===== src/hdl/ren_pkg.sv =====
// Types and constants shared by the election node modules.
`default_nettype none

package ren_pkg;

    localparam int unsigned TERM_W  = 32;
    localparam int unsigned NODE_W  = 8;
    localparam int unsigned AGE_W   = 16;
    localparam int unsigned VOTES_W = 8;

    localparam logic [TERM_W-1:0]  TERM_MAX  = '1;
    localparam logic [AGE_W-1:0]   AGE_MAX   = '1;
    localparam logic [VOTES_W-1:0] VOTES_MAX = '1;
    localparam logic [NODE_W-1:0]  NODE_ALL  = '0;

    // Configuration register indexes
    localparam logic [1:0] CFG_NODE_ID   = 2'd0;
    localparam logic [1:0] CFG_TIMEOUT   = 2'd1;
    localparam logic [1:0] CFG_THRESHOLD = 2'd2;

    localparam logic [NODE_W-1:0]  NODE_ID_RST   = 8'd1;
    localparam logic [AGE_W-1:0]   TIMEOUT_RST   = 16'd300;
    localparam logic [VOTES_W-1:0] THRESHOLD_RST = 8'd2;

    typedef enum logic [1:0] {
        FUNC_TICK      = 2'd0,
        FUNC_VOTE_REQ  = 2'd1,
        FUNC_VOTE_RESP = 2'd2,
        FUNC_HEARTBEAT = 2'd3
    } t_func;

    typedef enum logic [1:0] {
        KIND_VOTE_REQ  = 2'd0,
        KIND_VOTE_RESP = 2'd1,
        KIND_HEARTBEAT = 2'd2
    } t_kind;

    typedef enum logic [2:0] {
        ROLE_NONE   = 3'd0,
        ROLE_FOLLOW = 3'd1,
        ROLE_LEADER = 3'd2,
        ROLE_CAND   = 3'd3,
        ROLE_VOTED  = 3'd4
    } t_role;

    typedef struct packed {
        t_func              func;
        logic [TERM_W-1:0]  term;
        logic [NODE_W-1:0]  node;
        logic               granted;
    } t_event;

    typedef struct packed {
        logic [NODE_W-1:0]  node_id;
        logic [AGE_W-1:0]   timeout;
        logic [VOTES_W-1:0] threshold;
    } t_cfg;

    typedef struct packed {
        t_kind              kind;
        logic [NODE_W-1:0]  dest;
        logic [TERM_W-1:0]  term;
        logic [NODE_W-1:0]  sender;
        logic               granted;
    } t_msg;

endpackage

`default_nettype wire


===== src/hdl/ren_front.sv =====
// Front end: accepts events, unpacks them into event records and queues them for the back end.
`default_nettype none

module ren_front #(
    parameter int unsigned DEPTH = 4
) (
    input  wire logic             i_clk,
    input  wire logic             i_rst_n,
    input  wire logic             i_s_tvalid,
    output logic                  o_s_tready,
    input  wire logic [47:0]      i_s_tdata,  // msg_term, msg_node, msg_granted, zero pad
    input  wire logic [1:0]       i_s_tuser,  // func
    output logic                  o_ev_valid,
    output ren_pkg::t_event       o_ev,
    input  wire logic             i_ev_pop
);
    import ren_pkg::*;

    localparam int unsigned PTR_W = (DEPTH > 1) ? $clog2(DEPTH) : 1;
    localparam int unsigned CNT_W = $clog2(DEPTH + 1);
    localparam logic [PTR_W-1:0] PTR_LAST = PTR_W'(DEPTH - 1);
    localparam logic [CNT_W-1:0] CNT_FULL = CNT_W'(DEPTH);

    t_event           r_mem [DEPTH];
    logic [PTR_W-1:0] r_wr_ptr, n_wr_ptr;
    logic [PTR_W-1:0] r_rd_ptr, n_rd_ptr;
    logic [CNT_W-1:0] r_count,  n_count;
    t_event           w_ev_in;
    logic             w_push;
    logic             w_pop;

    always_comb begin
        w_ev_in.func    = t_func'(i_s_tuser);
        w_ev_in.term    = i_s_tdata[31:0];
        w_ev_in.node    = i_s_tdata[39:32];
        w_ev_in.granted = i_s_tdata[40];
    end

    assign o_s_tready = (r_count != CNT_FULL);
    assign w_push     = i_s_tvalid && o_s_tready;
    assign o_ev_valid = (r_count != '0);
    assign w_pop      = i_ev_pop && o_ev_valid;
    assign o_ev       = r_mem[r_rd_ptr];

    always_comb begin
        n_wr_ptr = r_wr_ptr;
        n_rd_ptr = r_rd_ptr;
        n_count  = r_count;
        if (w_push) begin
            n_wr_ptr = (r_wr_ptr == PTR_LAST) ? '0 : r_wr_ptr + 1'b1;
        end
        if (w_pop) begin
            n_rd_ptr = (r_rd_ptr == PTR_LAST) ? '0 : r_rd_ptr + 1'b1;
        end
        if (w_push && !w_pop) begin
            n_count = r_count + 1'b1;
        end else if (w_pop && !w_push) begin
            n_count = r_count - 1'b1;
        end
    end

    always_ff @(posedge i_clk) begin
        if (!i_rst_n) begin
            r_wr_ptr <= '0;
            r_rd_ptr <= '0;
            r_count  <= '0;
        end else begin
            r_wr_ptr <= n_wr_ptr;
            r_rd_ptr <= n_rd_ptr;
            r_count  <= n_count;
        end
    end

    always_ff @(posedge i_clk) begin
        if (w_push) begin
            r_mem[r_wr_ptr] <= w_ev_in;
        end
    end

endmodule

`default_nettype wire


===== src/hdl/ren_back.sv =====
// Back end: election state machine and registered outgoing message.
`default_nettype none

module ren_back (
    input  wire logic             i_clk,
    input  wire logic             i_rst_n,
    input  wire ren_pkg::t_cfg    i_cfg,
    input  wire logic             i_ev_valid,
    input  wire ren_pkg::t_event  i_ev,
    output logic                  o_ev_pop,
    output logic                  o_msg_valid,
    output ren_pkg::t_msg         o_msg,
    input  wire logic             i_msg_ready
);
    import ren_pkg::*;

    logic [TERM_W-1:0]  r_term,    n_term;
    t_role              r_role,    n_role;
    logic [NODE_W-1:0]  r_partner, n_partner;
    logic [VOTES_W-1:0] r_votes,   n_votes;
    logic [AGE_W-1:0]   r_age,     n_age;
    logic               r_out_valid;
    t_msg               r_out;

    logic               w_emit;
    t_kind              w_kind;
    logic [NODE_W-1:0]  w_dest;
    logic               w_grant;
    logic               w_term_gt;
    logic               w_term_eq;
    logic [AGE_W-1:0]   w_age_inc;
    logic [VOTES_W-1:0] w_votes_inc;

    // Take the next event whenever the output slot is free or being drained
    assign o_ev_pop    = i_ev_valid && (!r_out_valid || i_msg_ready);
    assign o_msg_valid = r_out_valid;
    assign o_msg       = r_out;

    assign w_term_gt   = (i_ev.term > r_term);
    assign w_term_eq   = (i_ev.term == r_term);
    assign w_age_inc   = (r_age != AGE_MAX) ? r_age + 1'b1 : r_age;
    assign w_votes_inc = (r_votes != VOTES_MAX) ? r_votes + 1'b1 : r_votes;

    always_comb begin
        n_term    = r_term;
        n_role    = r_role;
        n_partner = r_partner;
        n_votes   = r_votes;
        n_age     = r_age;
        w_emit    = 1'b0;
        w_kind    = KIND_VOTE_REQ;
        w_dest    = NODE_ALL;
        w_grant   = 1'b0;

        case (i_ev.func)
            FUNC_TICK: begin
                if (r_role == ROLE_FOLLOW) begin
                    n_age = w_age_inc;
                end
                if (r_role == ROLE_NONE ||
                    (r_role == ROLE_FOLLOW && w_age_inc > i_cfg.timeout)) begin
                    // Start an election
                    n_role  = ROLE_CAND;
                    n_votes = VOTES_W'(1);
                    if (r_term != TERM_MAX) begin
                        n_term = r_term + 1'b1;
                    end
                    w_emit = 1'b1;
                    w_kind = KIND_VOTE_REQ;
                end else if (r_role == ROLE_LEADER) begin
                    w_emit = 1'b1;
                    w_kind = KIND_HEARTBEAT;
                end
            end
            FUNC_VOTE_REQ: begin
                if (w_term_gt) begin
                    n_term  = i_ev.term;
                    w_grant = 1'b1;
                end else if (w_term_eq) begin
                    case (r_role)
                        ROLE_NONE, ROLE_FOLLOW: w_grant = 1'b1;
                        ROLE_LEADER, ROLE_CAND: w_grant = 1'b0;
                        default:                w_grant = (r_partner == i_ev.node);
                    endcase
                end
                if (w_grant) begin
                    n_role    = ROLE_VOTED;
                    n_partner = i_ev.node;
                    n_votes   = '0;
                end
                w_emit = 1'b1;
                w_kind = KIND_VOTE_RESP;
                w_dest = i_ev.node;
            end
            FUNC_VOTE_RESP: begin
                if (w_term_gt) begin
                    n_term  = i_ev.term;
                    n_role  = ROLE_NONE;
                    n_votes = '0;
                end else if (r_role == ROLE_CAND && i_ev.granted && w_term_eq) begin
                    n_votes = w_votes_inc;
                    if (w_votes_inc > i_cfg.threshold) begin
                        n_role = ROLE_LEADER;
                    end
                end
            end
            default: begin
                // Heartbeat from another node at an equal or newer term
                if (i_ev.node != i_cfg.node_id && (w_term_gt || w_term_eq)) begin
                    n_term    = i_ev.term;
                    n_role    = ROLE_FOLLOW;
                    n_partner = i_ev.node;
                    n_age     = '0;
                    n_votes   = '0;
                end
            end
        endcase
    end

    always_ff @(posedge i_clk) begin
        if (!i_rst_n) begin
            r_term      <= '0;
            r_role      <= ROLE_NONE;
            r_partner   <= '0;
            r_votes     <= '0;
            r_age       <= '0;
            r_out_valid <= 1'b0;
        end else begin
            if (o_ev_pop) begin
                r_term    <= n_term;
                r_role    <= n_role;
                r_partner <= n_partner;
                r_votes   <= n_votes;
                r_age     <= n_age;
            end
            if (o_ev_pop && w_emit) begin
                r_out_valid <= 1'b1;
            end else if (i_msg_ready) begin
                r_out_valid <= 1'b0;
            end
        end
    end

    always_ff @(posedge i_clk) begin
        if (o_ev_pop && w_emit) begin
            r_out.kind    <= w_kind;
            r_out.dest    <= w_dest;
            r_out.term    <= n_term;
            r_out.sender  <= i_cfg.node_id;
            r_out.granted <= w_grant;
        end
    end

endmodule

`default_nettype wire


===== src/hdl/raft_election_node.sv =====
// Top level of the leader-election node: config registers, front end, back end.
//
// Input stream (i_s_*): one event per request; tuser carries the event kind,
// tdata the message term, sender id and vote outcome.
// Output stream (o_m_*): at most one message per event; tuser carries the
// message kind, tdata destination, term, sender id and vote outcome.
// Config channel (i_cfg_*): register index and data; always ready. Write only
// while no event is in flight.
// An event is queued when accepted; the back end processes it at the queue
// head and registers its message, shown on o_m_tvalid.
// Throughput: one event per cycle while the output is free or being drained.
// A stalled receiver holds the output register; the back end stops popping
// and the QUEUE_DEPTH-entry event queue keeps taking events until full.
// Reset clears the term, role, partner, vote count, heartbeat age and the
// queue, and restores node_id 1, timeout 300 ticks and threshold 2.
`default_nettype none

module raft_election_node #(
    parameter int unsigned QUEUE_DEPTH = 4
) (
    input  wire logic        i_clk,
    input  wire logic        i_rst_n,
    input  wire logic        i_s_tvalid,
    output logic             o_s_tready,
    input  wire logic [47:0] i_s_tdata,   // [31:0] msg_term, [39:32] msg_node, [40] msg_granted
    input  wire logic [1:0]  i_s_tuser,   // [1:0] func
    output logic             o_m_tvalid,
    input  wire logic        i_m_tready,
    output logic [55:0]      o_m_tdata,   // [7:0] out_dest, [39:8] out_term,
                                          // [47:40] out_sender, [48] out_granted
    output logic [1:0]       o_m_tuser,   // [1:0] out_kind
    input  wire logic        i_cfg_valid,
    output logic             o_cfg_ready,
    input  wire logic [1:0]  i_cfg_index,
    input  wire logic [15:0] i_cfg_data
);
    import ren_pkg::*;

    t_cfg   r_cfg;
    logic   w_ev_valid;
    t_event w_ev;
    logic   w_ev_pop;
    logic   w_msg_valid;
    t_msg   w_msg;

    assign o_cfg_ready = 1'b1;

    always_ff @(posedge i_clk) begin
        if (!i_rst_n) begin
            r_cfg.node_id   <= NODE_ID_RST;
            r_cfg.timeout   <= TIMEOUT_RST;
            r_cfg.threshold <= THRESHOLD_RST;
        end else if (i_cfg_valid) begin
            case (i_cfg_index)
                CFG_NODE_ID:   r_cfg.node_id   <= i_cfg_data[NODE_W-1:0];
                CFG_TIMEOUT:   r_cfg.timeout   <= i_cfg_data[AGE_W-1:0];
                CFG_THRESHOLD: r_cfg.threshold <= i_cfg_data[VOTES_W-1:0];
                default: ;
            endcase
        end
    end

    ren_front #(
        .DEPTH (QUEUE_DEPTH)
    ) u_front (
        .i_clk      (i_clk),
        .i_rst_n    (i_rst_n),
        .i_s_tvalid (i_s_tvalid),
        .o_s_tready (o_s_tready),
        .i_s_tdata  (i_s_tdata),
        .i_s_tuser  (i_s_tuser),
        .o_ev_valid (w_ev_valid),
        .o_ev       (w_ev),
        .i_ev_pop   (w_ev_pop)
    );

    ren_back u_back (
        .i_clk       (i_clk),
        .i_rst_n     (i_rst_n),
        .i_cfg       (r_cfg),
        .i_ev_valid  (w_ev_valid),
        .i_ev        (w_ev),
        .o_ev_pop    (w_ev_pop),
        .o_msg_valid (w_msg_valid),
        .o_msg       (w_msg),
        .i_msg_ready (i_m_tready)
    );

    assign o_m_tvalid = w_msg_valid;
    assign o_m_tuser  = w_msg.kind;
    assign o_m_tdata  = {7'd0, w_msg.granted, w_msg.sender, w_msg.term, w_msg.dest};

endmodule

`default_nettype wire

===== config.mk =====
export PLATFORM = sky130hd
export DESIGN_NAME = raft_election_node
export DESIGN_NICKNAME = d
export VERILOG_FILES = /design/src/hdl/ren_pkg.sv /design/src/hdl/ren_front.sv /design/src/hdl/ren_back.sv /design/src/hdl/raft_election_node.sv
export SDC_FILE = /design/constraint.sdc
export NUM_CORES = 1
export LEC_CHECK = 0
export BUFFER_PORTS_ARGS = -buffer_cell sky130_fd_sc_hd__clkbuf_2
export CAP_MARGIN = 10
export CELL_PAD_IN_SITES_DETAIL_PLACEMENT = 1
export CELL_PAD_IN_SITES_GLOBAL_PLACEMENT = 1
export CORE_ASPECT_RATIO = 1.5
export CORE_UTILIZATION = 35
export CTS_CLUSTER_DIAMETER = 60
export DETAILED_ROUTE_END_ITERATION = 10
export GPL_ROUTABILITY_DRIVEN = 0
export GPL_TIMING_DRIVEN = 0
export HOLD_SLACK_MARGIN = 0.02
export PLACE_DENSITY = 0.61
export SLEW_MARGIN = 25
export SYNTH_ARGS = -nofsm -noshare
export SYNTH_HDL_FRONTEND = slang
export SYNTH_SLANG_ARGS = --single-unit

===== constraint.sdc =====
create_clock -name i_clk -period 7.6 [get_ports i_clk]
set_clock_uncertainty 0.15 [all_clocks]
set_input_delay 0.38 -clock i_clk [delete_from_list [all_inputs] [get_ports i_clk]]
set_output_delay 0.38 -clock i_clk [all_outputs]
set_load 0.005 [all_outputs]

==> reports/metrics.cfg <==
[logic_synthesis]
synthTopCellsByArea=edfxtp_1 (41%), dfxtp_1 (13%), mux4_2 (6.0%)
synth.top_cell.area_share=0.4127
syn_area_mm2=0.01622
seq_area_frac_synth=0.5472
synth_cell_types=73
syn-instance-count=1370
ys_ff_latch=332
ys_warn_count=0
async_flop_share=0
synth_edf_count=223
synth_ff_type=edfxtp_1
syn_area_per_cell_um2=11.84
yosys.area.top_type=edfxtp_1

[detailed_routing]
drtIter0Drc=569
num_vias=12160
drcViolationCount=0
vias_per_cell=5.505
ant_nets=0
routedWlPerCell_um=22.84
dr.pass1.iters=5
wl_um=50430

[critical_path]
startpoint_type=flop
cp.required_ns=7.72
cp.arrival_ns=7.15
end_kind=flop
worst-setup-path-type=flop to flop
ff2ff_path_depth=14
cp_max_fo=10

[clocking]
cts_resized=0
root_buffer=clkbuf_16
cts.sinks=332
clockBufferDepth=3
cts_made_buffers=36
htreeDepth=2
postCtsSetupBuffers=0
clkTransAtPathRegs_ns=0.06
cts_tree=built
clock_latency_ns=0.54

[global_route]
grt_use_total=0.2180
grt_pass1_wl_um=76460
grt_max_degree=38
grt_pass1_vias=12820
antenna_found_initial=0
grt_overflow=0

[layout]
multi_input_area_mm2=0.006773
fillCellCount=4976
syn_to_final_growth_pct=20.31
antenna_cells=0
fin_nets=1736
layout-drive-gt1-share=0.1691
stdcell_count=2208
ff_latch_area_mm2=0.008879

[status]
outcome=complete, no violations

[placed_design]
place_hpwl_um=37340
placed_cells=2087
port_buffers=117

[power]
p_leak_nw=6.919
ir_worst_vdd_v=0.0002254
power_mw=8.391
power_density_mw_per_mm2=429.9

[worst_hold_path]
hold_path_depth=3
hp-class=input pin to flop

[sta]
period_share=0.9251
fmax_mhz=142.2
rsz0062_at_grt=false
worst_pin_slew_ns=1.121
hold_viol_final=0
setup-violations-final=0
post-route-min-period_ns=7.031
tns_ns=0
maxSlewHeadroom=0.2496
finalMaxSlewViolations=0

[die]
row_count=96
die_y_um=265.7
pin_count=134
initial_core_util=0.3545
die_w_um=177.8
core_area_mm2=0.04576
dieArea_mm2=0.04724

[run]
cap_violations=0

-- final timing paths --
kind	start	to	slack, ns
setup / recovery	flop	u_back.o_msg[19]	0.57
hold / removal	i_cfg_data[2]	r_cfg[2]	0.04
setup reg to reg	flop	u_back.o_msg[19]	0.57
hold reg to reg	r_cfg[20]	r_cfg[20]	0.31
-- worst max-delay path, cell delays in order, from the launching register on --
cell and delay, ns:
dfxtp_1 0.30, clkbuf_1 0.38, buf_2 0.40, buf_1 0.69, mux4_2 0.49, ha_1 0.36
nand4_1 0.28, nor4_1 0.85, o31ai_1 0.33, a21oi_1 0.33, clkbuf_1 0.54, buf_2 0.40
buf_1 0.63, a21oi_1 0.14, mux2i_1 0.47
-- area by class of cell --
| type | instances | area share |
|---|---|---|
| tap | 588 | 0.03769 |
| inverter | 73 | 0.01404 |
| clock buffer | 43 | 0.05077 |
| buffer | 80 | 0.01795 |
| timing repair buffer | 179 | 0.06602 |
| clock inverter | 22 | 0.01173 |
| sequential | 332 | 0.4548 |
| multi-input combinational | 891 | 0.3470 |
-- cell usage after synthesis, drive strengths merged, types with 12 or more instances --
cell,instances
nor4,25
xnor2,38
and2,13
mux2,21
mux4,43
o21ai,38
ha,69
clkbuf,56
xor2,12
a22oi,14
a211oi,14
mux2i,55
inv,70
buf,24
dfxtp,109
nand4,27
nor3,28
edfxtp,223
nor2,100
nand3,36
a21oi,96
nand2,88
o31ai,12
-- through the flow --
step,setup WS [ns],utilization,instance area (um2),hold slack (ns)
finish,0.5693,0.4265,19520,0.03569
global route,0.2514,0.4265,19520,0.02855
CTS,0.6305,0.4265,19520,0.02328
detailed placement,0.6605,0.3876,17740,0.3048
global placement,-1.227,0.3839,17570,0.2996
floorplan,1.474,-,16250,0.2863
-- report_power, final --
part	switching (mW)	internal [mW]
Combinational	2.58	1.39
Clock	0.759	1.05
Sequential	0.214	2.40
-- metal layers --
layer	global-route usage	wire, um	up-vias
met5	0	0	-
met4	0.1275	2979	0
met3	0.03139	1950	129
met2	0.3978	26610	313
met1	0.2366	18890	6061
li1	-	-	5652
-- registers in the layout (all words and copies together), names as in the netlist, named ones only --
| name | count |
|---|---|
| u_back.o_msg | 51 |
| u_back.r_votes | 8 |
| u_back.r_term | 32 |
| u_front.r_count | 3 |
| u_back.r_age | 16 |
| u_back.r_role | 3 |
| u_back.r_partner | 8 |
| u_front.r_rd_ptr | 2 |
| u_front.r_wr_ptr | 2 |
| r_cfg | 32 |
| u_front.r_mem | 172 |
| u_back.o_msg_valid | 1 |
-- layout by cell type (no fill, tap or decap), types with 33 or more instances in the layout --
cell type / count
o21ai_0: 33
clkbuf_1: 60
nand2_1: 88
xnor2_1: 38
nand3_1: 36
clkbuf_16: 39
ha_1: 69
mux2i_1: 55
clkbuf_2: 117
inv_1: 69
nor2_1: 99
dlygate4sd3_1: 56
dfxtp_1: 109
mux4_2: 43
a21oi_1: 96
edfxtp_1: 223
-- timing repair --
action	4_1_cts	5_1_grt
setup endpoints to repair	0	0
hold buffers	56	0
hold endpoints to repair	194	0
-- logic make-up after synthesis --
kind of cell               count (synthesis)  synth area share
and+or+nand+nor                          369            0.1107
DFF                                      332            0.5472
AOI/OAI and AO/OA                        275            0.1136
buffers and inverters                    153           0.03840
muxes                                    119            0.1082
adders and majority gates                 70           0.05445
xor gates and xnor gates                  50           0.02699
other                                      2         0.0004629
Power figures use the tool's default switching activity.
